==> config.mk <==
export PLATFORM = sky130hd
export DESIGN_NAME = binary_to_decimal_256_core
export DESIGN_NICKNAME = d
export VERILOG_FILES = /design/src/btd256_pkg.sv /design/src/btd256_datapath.sv /design/src/btd256_ctrl.sv /design/src/binary_to_decimal_256_core.sv
export SDC_FILE = /design/constraint.sdc
export NUM_CORES = 2
export LEC_CHECK = 0
export BUFFER_PORTS_ARGS = -buffer_cell sky130_fd_sc_hd__buf_2
export CORE_MARGIN = 4
export CORE_UTILIZATION = 60
export CTS_CLUSTER_SIZE = 10
export DETAILED_ROUTE_END_ITERATION = 8
export GPL_ROUTABILITY_DRIVEN = 0
export GPL_TIMING_DRIVEN = 1
export PLACE_DENSITY = 0.81
export SETUP_SLACK_MARGIN = 0.05
export SYNTH_ARGS = -nofsm -noshare
export SYNTH_HDL_FRONTEND = slang
export SYNTH_SLANG_ARGS = --single-unit
==> constraint.sdc <==
create_clock -name clk -period 14.1 [get_ports clk]
set_clock_uncertainty 0.15 [all_clocks]
set_input_delay 2.115 -clock clk [delete_from_list [all_inputs] [get_ports clk]]
set_output_delay 2.115 -clock clk [all_outputs]
set_load 0.1 [all_outputs]
==> src/btd256_pkg.sv <==
package btd256_pkg;

	localparam int VALUE_BITS_DEF = 256;
	localparam int MAX_DIGITS_DEF = 78;
	localparam int DIGITS_PER_RESULT_DEF = 4;

	localparam int IN_DATA_W = 256;
	localparam int DIGIT_W = 4;
	localparam int GROUP_W = 16;
	localparam int COUNT_W = 3;
	localparam int OUT_DATA_W = 24;

	localparam logic [DIGIT_W-1:0] BCD_ADJ_LIMIT = 4'd5;
	localparam logic [DIGIT_W-1:0] BCD_ADJ_ADD = 4'd3;

	typedef struct packed {
		logic load;
		logic step;
		logic shift;
	} cmd_t;

endpackage

==> src/btd256_datapath.sv <==
module btd256_datapath
	import btd256_pkg::*;
#(
	parameter int VALUE_BITS = VALUE_BITS_DEF,
	parameter int MAX_DIGITS = MAX_DIGITS_DEF
) (
	input  logic                 clk,
	input  cmd_t                 cmd,
	input  logic [IN_DATA_W-1:0] value,
	output logic [DIGIT_W-1:0]   top_digit
);

	localparam int BCD_W = MAX_DIGITS * DIGIT_W;

	logic [VALUE_BITS-1:0] value_q;
	logic [BCD_W-1:0]      bcd_q;
	logic [BCD_W-1:0]      bcd_adj;

	// add-3 correction on every digit, all in parallel
	always_comb begin
		for (int d = 0; d < MAX_DIGITS; d++) begin
			if (bcd_q[d*DIGIT_W +: DIGIT_W] >= BCD_ADJ_LIMIT) begin
				bcd_adj[d*DIGIT_W +: DIGIT_W] = bcd_q[d*DIGIT_W +: DIGIT_W] + BCD_ADJ_ADD;
			end else begin
				bcd_adj[d*DIGIT_W +: DIGIT_W] = bcd_q[d*DIGIT_W +: DIGIT_W];
			end
		end
	end

	always_ff @(posedge clk) begin
		if (cmd.load) begin
			value_q <= value[VALUE_BITS-1:0];
			bcd_q   <= '0;
		end else if (cmd.step) begin
			value_q <= {value_q[VALUE_BITS-2:0], 1'b0};
			bcd_q   <= {bcd_adj[BCD_W-2:0], value_q[VALUE_BITS-1]};
		end else if (cmd.shift) begin
			bcd_q <= {bcd_q[BCD_W-DIGIT_W-1:0], {DIGIT_W{1'b0}}};
		end
	end

	assign top_digit = bcd_q[BCD_W-1 -: DIGIT_W];

endmodule

==> src/btd256_ctrl.sv <==
module btd256_ctrl
	import btd256_pkg::*;
#(
	parameter int VALUE_BITS        = VALUE_BITS_DEF,
	parameter int MAX_DIGITS        = MAX_DIGITS_DEF,
	parameter int DIGITS_PER_RESULT = DIGITS_PER_RESULT_DEF
) (
	input  logic                  clk,
	input  logic                  arst_n,
	input  logic                  s_tvalid,
	output logic                  s_tready,
	output logic                  m_tvalid,
	input  logic                  m_tready,
	output logic [OUT_DATA_W-1:0] m_tdata,
	output logic                  m_tlast,
	input  logic [DIGIT_W-1:0]    top_digit,
	output cmd_t                  cmd
);

	localparam int BIT_W = $clog2(VALUE_BITS);
	localparam int REM_W = $clog2(MAX_DIGITS + 1);

	localparam logic [2:0] ST_IDLE    = 3'd0;
	localparam logic [2:0] ST_DABBLE  = 3'd1;
	localparam logic [2:0] ST_SCAN    = 3'd2;
	localparam logic [2:0] ST_COLLECT = 3'd3;
	localparam logic [2:0] ST_PUSH    = 3'd4;

	logic [2:0]         state_q;
	logic [BIT_W-1:0]   bit_cnt_q;
	logic [REM_W-1:0]   rem_q;
	logic [COUNT_W-1:0] n_q;
	logic [GROUP_W-1:0] group_q;
	logic               m_tvalid_q;
	logic [GROUP_W-1:0] out_group_q;
	logic [COUNT_W-1:0] out_n_q;
	logic               out_last_q;
	logic               accept;
	logic               skip_zero;
	logic               push_ok;
	logic [COUNT_W-1:0] n_next;
	logic [GROUP_W-1:0] digit_placed;

	assign s_tready  = (state_q == ST_IDLE);
	assign accept    = s_tvalid && s_tready;
	assign skip_zero = (rem_q > REM_W'(1)) && (top_digit == '0);
	assign push_ok   = !m_tvalid_q || m_tready;
	assign n_next    = n_q + COUNT_W'(1);
	assign digit_placed = {top_digit, {(GROUP_W-DIGIT_W){1'b0}}} >> {n_q, 2'b00};

	always_comb begin
		cmd.load  = accept;
		cmd.step  = (state_q == ST_DABBLE);
		cmd.shift = ((state_q == ST_SCAN) && skip_zero) || (state_q == ST_COLLECT);
	end

	always_ff @(posedge clk or negedge arst_n) begin
		if (!arst_n) begin
			state_q    <= ST_IDLE;
			bit_cnt_q  <= '0;
			rem_q      <= '0;
			n_q        <= '0;
			m_tvalid_q <= 1'b0;
		end else begin
			if ((state_q == ST_PUSH) && push_ok) begin
				m_tvalid_q <= 1'b1;
			end else if (m_tready) begin
				m_tvalid_q <= 1'b0;
			end
			case (state_q)
				ST_IDLE: begin
					if (accept) begin
						bit_cnt_q <= BIT_W'(VALUE_BITS - 1);
						state_q   <= ST_DABBLE;
					end
				end
				ST_DABBLE: begin
					bit_cnt_q <= bit_cnt_q - BIT_W'(1);
					if (bit_cnt_q == '0) begin
						rem_q   <= REM_W'(MAX_DIGITS);
						n_q     <= '0;
						state_q <= ST_SCAN;
					end
				end
				ST_SCAN: begin
					if (skip_zero) begin
						rem_q <= rem_q - REM_W'(1);
					end else begin
						state_q <= ST_COLLECT;
					end
				end
				ST_COLLECT: begin
					rem_q <= rem_q - REM_W'(1);
					n_q   <= n_next;
					if ((n_next == COUNT_W'(DIGITS_PER_RESULT)) || (rem_q == REM_W'(1))) begin
						state_q <= ST_PUSH;
					end
				end
				ST_PUSH: begin
					if (push_ok) begin
						n_q        <= '0;
						state_q    <= (rem_q == '0) ? ST_IDLE : ST_COLLECT;
					end
				end
				default: begin
					state_q <= ST_IDLE;
				end
			endcase
		end
	end

	// group assembly and output register, no reset needed
	always_ff @(posedge clk) begin
		if (state_q == ST_SCAN) begin
			group_q <= '0;
		end else if (state_q == ST_COLLECT) begin
			group_q <= group_q | digit_placed;
		end else if ((state_q == ST_PUSH) && push_ok) begin
			out_group_q <= group_q;
			out_n_q     <= n_q;
			out_last_q  <= (rem_q == '0);
			group_q     <= '0;
		end
	end

	assign m_tvalid = m_tvalid_q;
	assign m_tdata  = {{(OUT_DATA_W-GROUP_W-COUNT_W){1'b0}}, out_n_q, out_group_q};
	assign m_tlast  = out_last_q;

endmodule

==> src/binary_to_decimal_256_core.sv <==
// Converts an unsigned binary value of VALUE_BITS bits (received as four 64-bit words in
// s_tdata) to decimal and streams the digits most significant first, up to DIGITS_PER_RESULT
// BCD digits per output transfer with the earliest digit in the top nibble; leading zeros
// are dropped, zero gives the single digit 0, and tlast marks the final group. A conversion
// runs one double-dabble step per cycle on a shared add-3/shift digit register, then skips
// leading zero digits one per cycle, always keeping the last digit, then shifts out one
// digit per cycle into each group and waits in a push state after each group until the
// output register is free, so a stall on the output side holds the conversion. s_tready is
// high only between conversions; the last output group may still be waiting while the next
// value is taken.
module binary_to_decimal_256_core
	import btd256_pkg::*;
#(
	parameter int VALUE_BITS        = VALUE_BITS_DEF,
	parameter int MAX_DIGITS        = MAX_DIGITS_DEF,
	parameter int DIGITS_PER_RESULT = DIGITS_PER_RESULT_DEF
) (
	input  logic                  clk,
	input  logic                  arst_n,
	input  logic                  s_tvalid,
	output logic                  s_tready,
	input  logic [IN_DATA_W-1:0]  s_tdata,  // value_w0, value_w1, value_w2, value_w3
	output logic                  m_tvalid,
	input  logic                  m_tready,
	output logic [OUT_DATA_W-1:0] m_tdata,  // digit_group, digits_valid
	output logic                  m_tlast   // last_group
);

	cmd_t               cmd;
	logic [DIGIT_W-1:0] top_digit;

	btd256_datapath #(
		.VALUE_BITS (VALUE_BITS),
		.MAX_DIGITS (MAX_DIGITS)
	) u_datapath (
		.clk       (clk),
		.cmd       (cmd),
		.value     (s_tdata),
		.top_digit (top_digit)
	);

	btd256_ctrl #(
		.VALUE_BITS        (VALUE_BITS),
		.MAX_DIGITS        (MAX_DIGITS),
		.DIGITS_PER_RESULT (DIGITS_PER_RESULT)
	) u_ctrl (
		.clk       (clk),
		.arst_n    (arst_n),
		.s_tvalid  (s_tvalid),
		.s_tready  (s_tready),
		.m_tvalid  (m_tvalid),
		.m_tready  (m_tready),
		.m_tdata   (m_tdata),
		.m_tlast   (m_tlast),
		.top_digit (top_digit),
		.cmd       (cmd)
	);

endmodule
==> results.sh <==
export IMPL_outcome="completed"
export IMPL_power_leakage_nw=14.96
export IMPL_ff2ff_path_depth=6
export IMPL_critPathCaptureType="flop"
export IMPL_rsz0062_at_grt="no"
export IMPL_io_pins=287
export IMPL_crit_cells=6
export IMPL_max_freq_mhz=200.1
export IMPL_postCtsHoldBufs=0
export IMPL_routedWlPerCell_um=15.88
export IMPL_synth_area_mm2=0.03393
export IMPL_cts_root_buf="clkbuf_16"
export IMPL_routed_wl_um=78470
export IMPL_async_reset_ff_share_pct=3.514
export IMPL_netlist_area_leader_share_pct=24.43
export IMPL_die_height_um=245.8
export IMPL_drcViolationCount=0
export IMPL_path_delay_family="buffers and inverters"
export IMPL_tns_ns=0
export IMPL_finalCritPeriodShare_pct=35.44
export IMPL_grt_max_degree=273
export IMPL_pwr_share_seq_pct=40.2
export IMPL_syn_avg_cell_area_um2=8.482
export IMPL_vias_per_cell=5.855
export IMPL_start_util_pct=61.10
export IMPL_setup_slack_ns=9.104
export IMPL_ys_types=54
export IMPL_crit_required_ns=14.42
export IMPL_synth_ff_type="dfxtp_1"
export IMPL_die_area_mm2=0.06041
export IMPL_netlist_instances=4000
export IMPL_grt_pass1_wl_um=128000
export IMPL_grt_overflow=0
export IMPL_path_max_fanout=96
export IMPL_slowest_stage="buf_4"
export IMPL_initialDrtViolationCount=2415
export IMPL_grt_pass1_vias=26040
export IMPL_arrival_ns=5.32
export IMPL_ys_seq_area_share_pct=45.41
export IMPL_synth_area_leaders="edfxtp_1 (24%), dfxtp_1 (19%), nand2_1 (11%)"
export IMPL_clock_path_buffers=3
export IMPL_antenna_found_initial=10
export IMPL_intPower_mw=5.245
export IMPL_clock_sinks=626
export IMPL_power_density_mw_per_mm2=234.7
export IMPL_crit_type="input pin to flop"
export IMPL_cts_buffers=74
export IMPL_slowest_delay_ns=1.01
export IMPL_path_clk_slew_ns=0.06
export IMPL_pre_cts_ws_ns=8.479
export IMPL_cts_tree="yes"
export IMPL_crit_buf_inv=3
export IMPL_syn2layout_area_growth_pct=10.79
export IMPL_port_buffers=281
export IMPL_ant_nets=0
export IMPL_p_comb_share_pct=39.8
export IMPL_finalHoldViolations=0
export IMPL_setup_viol=0
export IMPL_h_tree_depth=3
export IMPL_drive_gt1_share_pct=10.54
export IMPL_row_count=86
export IMPL_insertion_delay_ns=0.62
export IMPL_die_width_um=245.8
export IMPL_ctsResizeCount=0
export IMPL_regArea_mm2=0.01540
export IMPL_drt_pass1_iter_count=7
export IMPL_yosys_register_bits=626
export IMPL_relSlewSlack_pct=21.90
export IMPL_clkPwrFrac_pct=20.1
export IMPL_ir_drop_uv=194.8
export IMPL_worst_pin_slew_ns=1.172
export IMPL_slew_violations=0
export IMPL_grtUsageTotal_pct=24.79
export IMPL_finalCriticalPeriod_ns=4.996
export IMPL_hold_class="flop to flop"
export IMPL_final_util_pct=67.70
export IMPL_ys_warnings_count=0
export IMPL_vias=28930
export IMPL_core_area_mm2=0.05552
export IMPL_crit_chain="buf_2 > and2_4 > buf_4 > buf_4 > nand2_1 > nand2_1"
export IMPL_yosys_area_top_type="edfxtp_1"
export IMPL_power_switching_mw=3.576
export IMPL_swShare_pct=40.54
export IMPL_dp_hpwl_um=46820
export IMPL_synth_edf_count=276
export IMPL_hold_depth=0
export IMPL_nets=4551
export IMPL_nFillCells=4484
export IMPL_post_cts_setup_buffers=0
export IMPL_max_cap_viol_count=0
export IMPL_start_kind="input pin"
export IMPL_multi_input_area_mm2=0.01678
[cell usage after synthesis, drive strengths merged, types with 4 or more instances]
cell type and instances:
a211oi 78, a21oi 333, a22oi 4, a31oi 163, a32oi 79, and3 4
buf 77, clkbuf 176, dfrtp 22, dfxtp 328, edfxtp 276, ha 163
inv 165, nand2 1021, nand2b 156, nand3 86, nor2 38, nor3 162
nor3b 78, nor4 7, o211ai 80, o21ai 317, o22ai 75, o31ai 7
xnor2 78
[worst register-to-register path, cell delays in order, from the launching register on]
cell and delay, ns:
dfrtp_1 0.55, nor3_1 0.61, and2_4 0.94, buf_4 1.01
buf_4 0.91, nand2_1 0.22, nand2_1 0.11
[power groups by stage]
stage	logic (mW)	registers, mW	clock network, mW
floorplan	2.95	3.42	0
global placement	3.38	3.53	0
detailed placement	3.48	3.54	0
CTS	3.51	3.52	1.80
global route	4.04	3.65	1.88
finish	3.51	3.54	1.77
[layer usage]
layer  GRT usage [%]  vias to the layer above  wire length (um)  part of all wire [%]
met5               0                        -                40                 0.051
met4           7.876                        6              2121                   2.7
met3           3.653                      141              4118                   5.2
met2           39.19                      697             36910                    47
met1           35.42                    13600             35280                    45
li1                -                    14490                 -                     -
[layout make-up]
class	count	area share (%)
Sequential cell	626	40.98
Antenna cell	9	0.05992
Multi-Input combinational cell	2960	44.65
Clock buffer	125	5.599
Tap cell	748	2.490
Clock inverter	7	0.3296
Timing Repair Buffer	301	4.241
Inverter	165	1.648
[path summary, 6_finish.rpt]
check | end | from | slack [ns]
worst min register to register | u_ctrl.out_group_q[13] | u_ctrl.group_q[13] | 0.28
worst max-delay path | u_datapath.value_q[137] | s_tvalid | 9.10
min in group asynchronous | u_ctrl.rem_q[2] | arst_n | 1.35
max in group asynchronous | u_ctrl.bit_cnt_q[2] | arst_n | 12.08
worst min-delay path | u_ctrl.out_group_q[13] | u_ctrl.group_q[13] | 0.28
worst max register to register | u_datapath.value_q[137] | u_ctrl.state_q[0] | 9.47
[kinds of logic after synthesis]
| logic type | Yosys count | share of synthesized area (%) |
|---|---|---|
| adder cells (fa/ha/maj) | 163 | 6.011 |
| other | 1 | 0.01105 |
| multiplexers | 1 | 0.02951 |
| flip-flops | 626 | 45.41 |
| AND/OR/NAND/NOR | 1563 | 21.03 |
| XOR/XNOR | 79 | 2.039 |
| buffers and inverters | 418 | 5.289 |
| AO/OA/AOI/OAI | 1149 | 20.18 |
[flip-flops by register name, summed over array words and instances, names as in the netlist]
name / cells
u_ctrl.bit_cnt_q: 8
u_ctrl.group_q: 16
u_ctrl.n_q: 3
u_ctrl.rem_q: 7
u_ctrl.m_tvalid: 1
u_ctrl.state_q: 3
u_ctrl.out_n_q: 3
u_datapath.value_q: 256
u_datapath.bcd_q: 312
u_ctrl.m_tlast: 1
u_ctrl.out_group_q: 16
[stage by stage]
stage	power [mW]	hold WS (ns)	cell area, um2	cells
finish	8.821	0.2761	37590	4941
global route	9.567	0.2820	37580	4939
CTS	8.840	0.2787	37560	4932
detailed placement	7.023	0.2705	35340	4800
global placement	6.908	0.2658	35340	4800
floorplan	6.367	0.2588	33940	4004
[placed cells by master (no fill, tap or decap), drive strengths merged, types with 5 or more instances in the layout]
cell,synthesis,layout
nor2,38,38
o22ai,75,75
edfxtp,276,276
inv,165,167
a31oi,163,163
dfrtp,22,22
dfxtp,328,328
o21ai,317,317
clkbuf,176,125
nor3b,78,78
nand3,86,86
nor4,7,7
nand2,1021,1021
o211ai,80,80
ha,163,163
clkinv,0,5
buf,77,301
diode,0,9
a211oi,78,78
xnor2,78,78
a32oi,79,79
nand2b,156,156
nor3,162,162
conb,1,5
a21oi,333,333
o31ai,7,7
(Power assumes the default switching activity.)
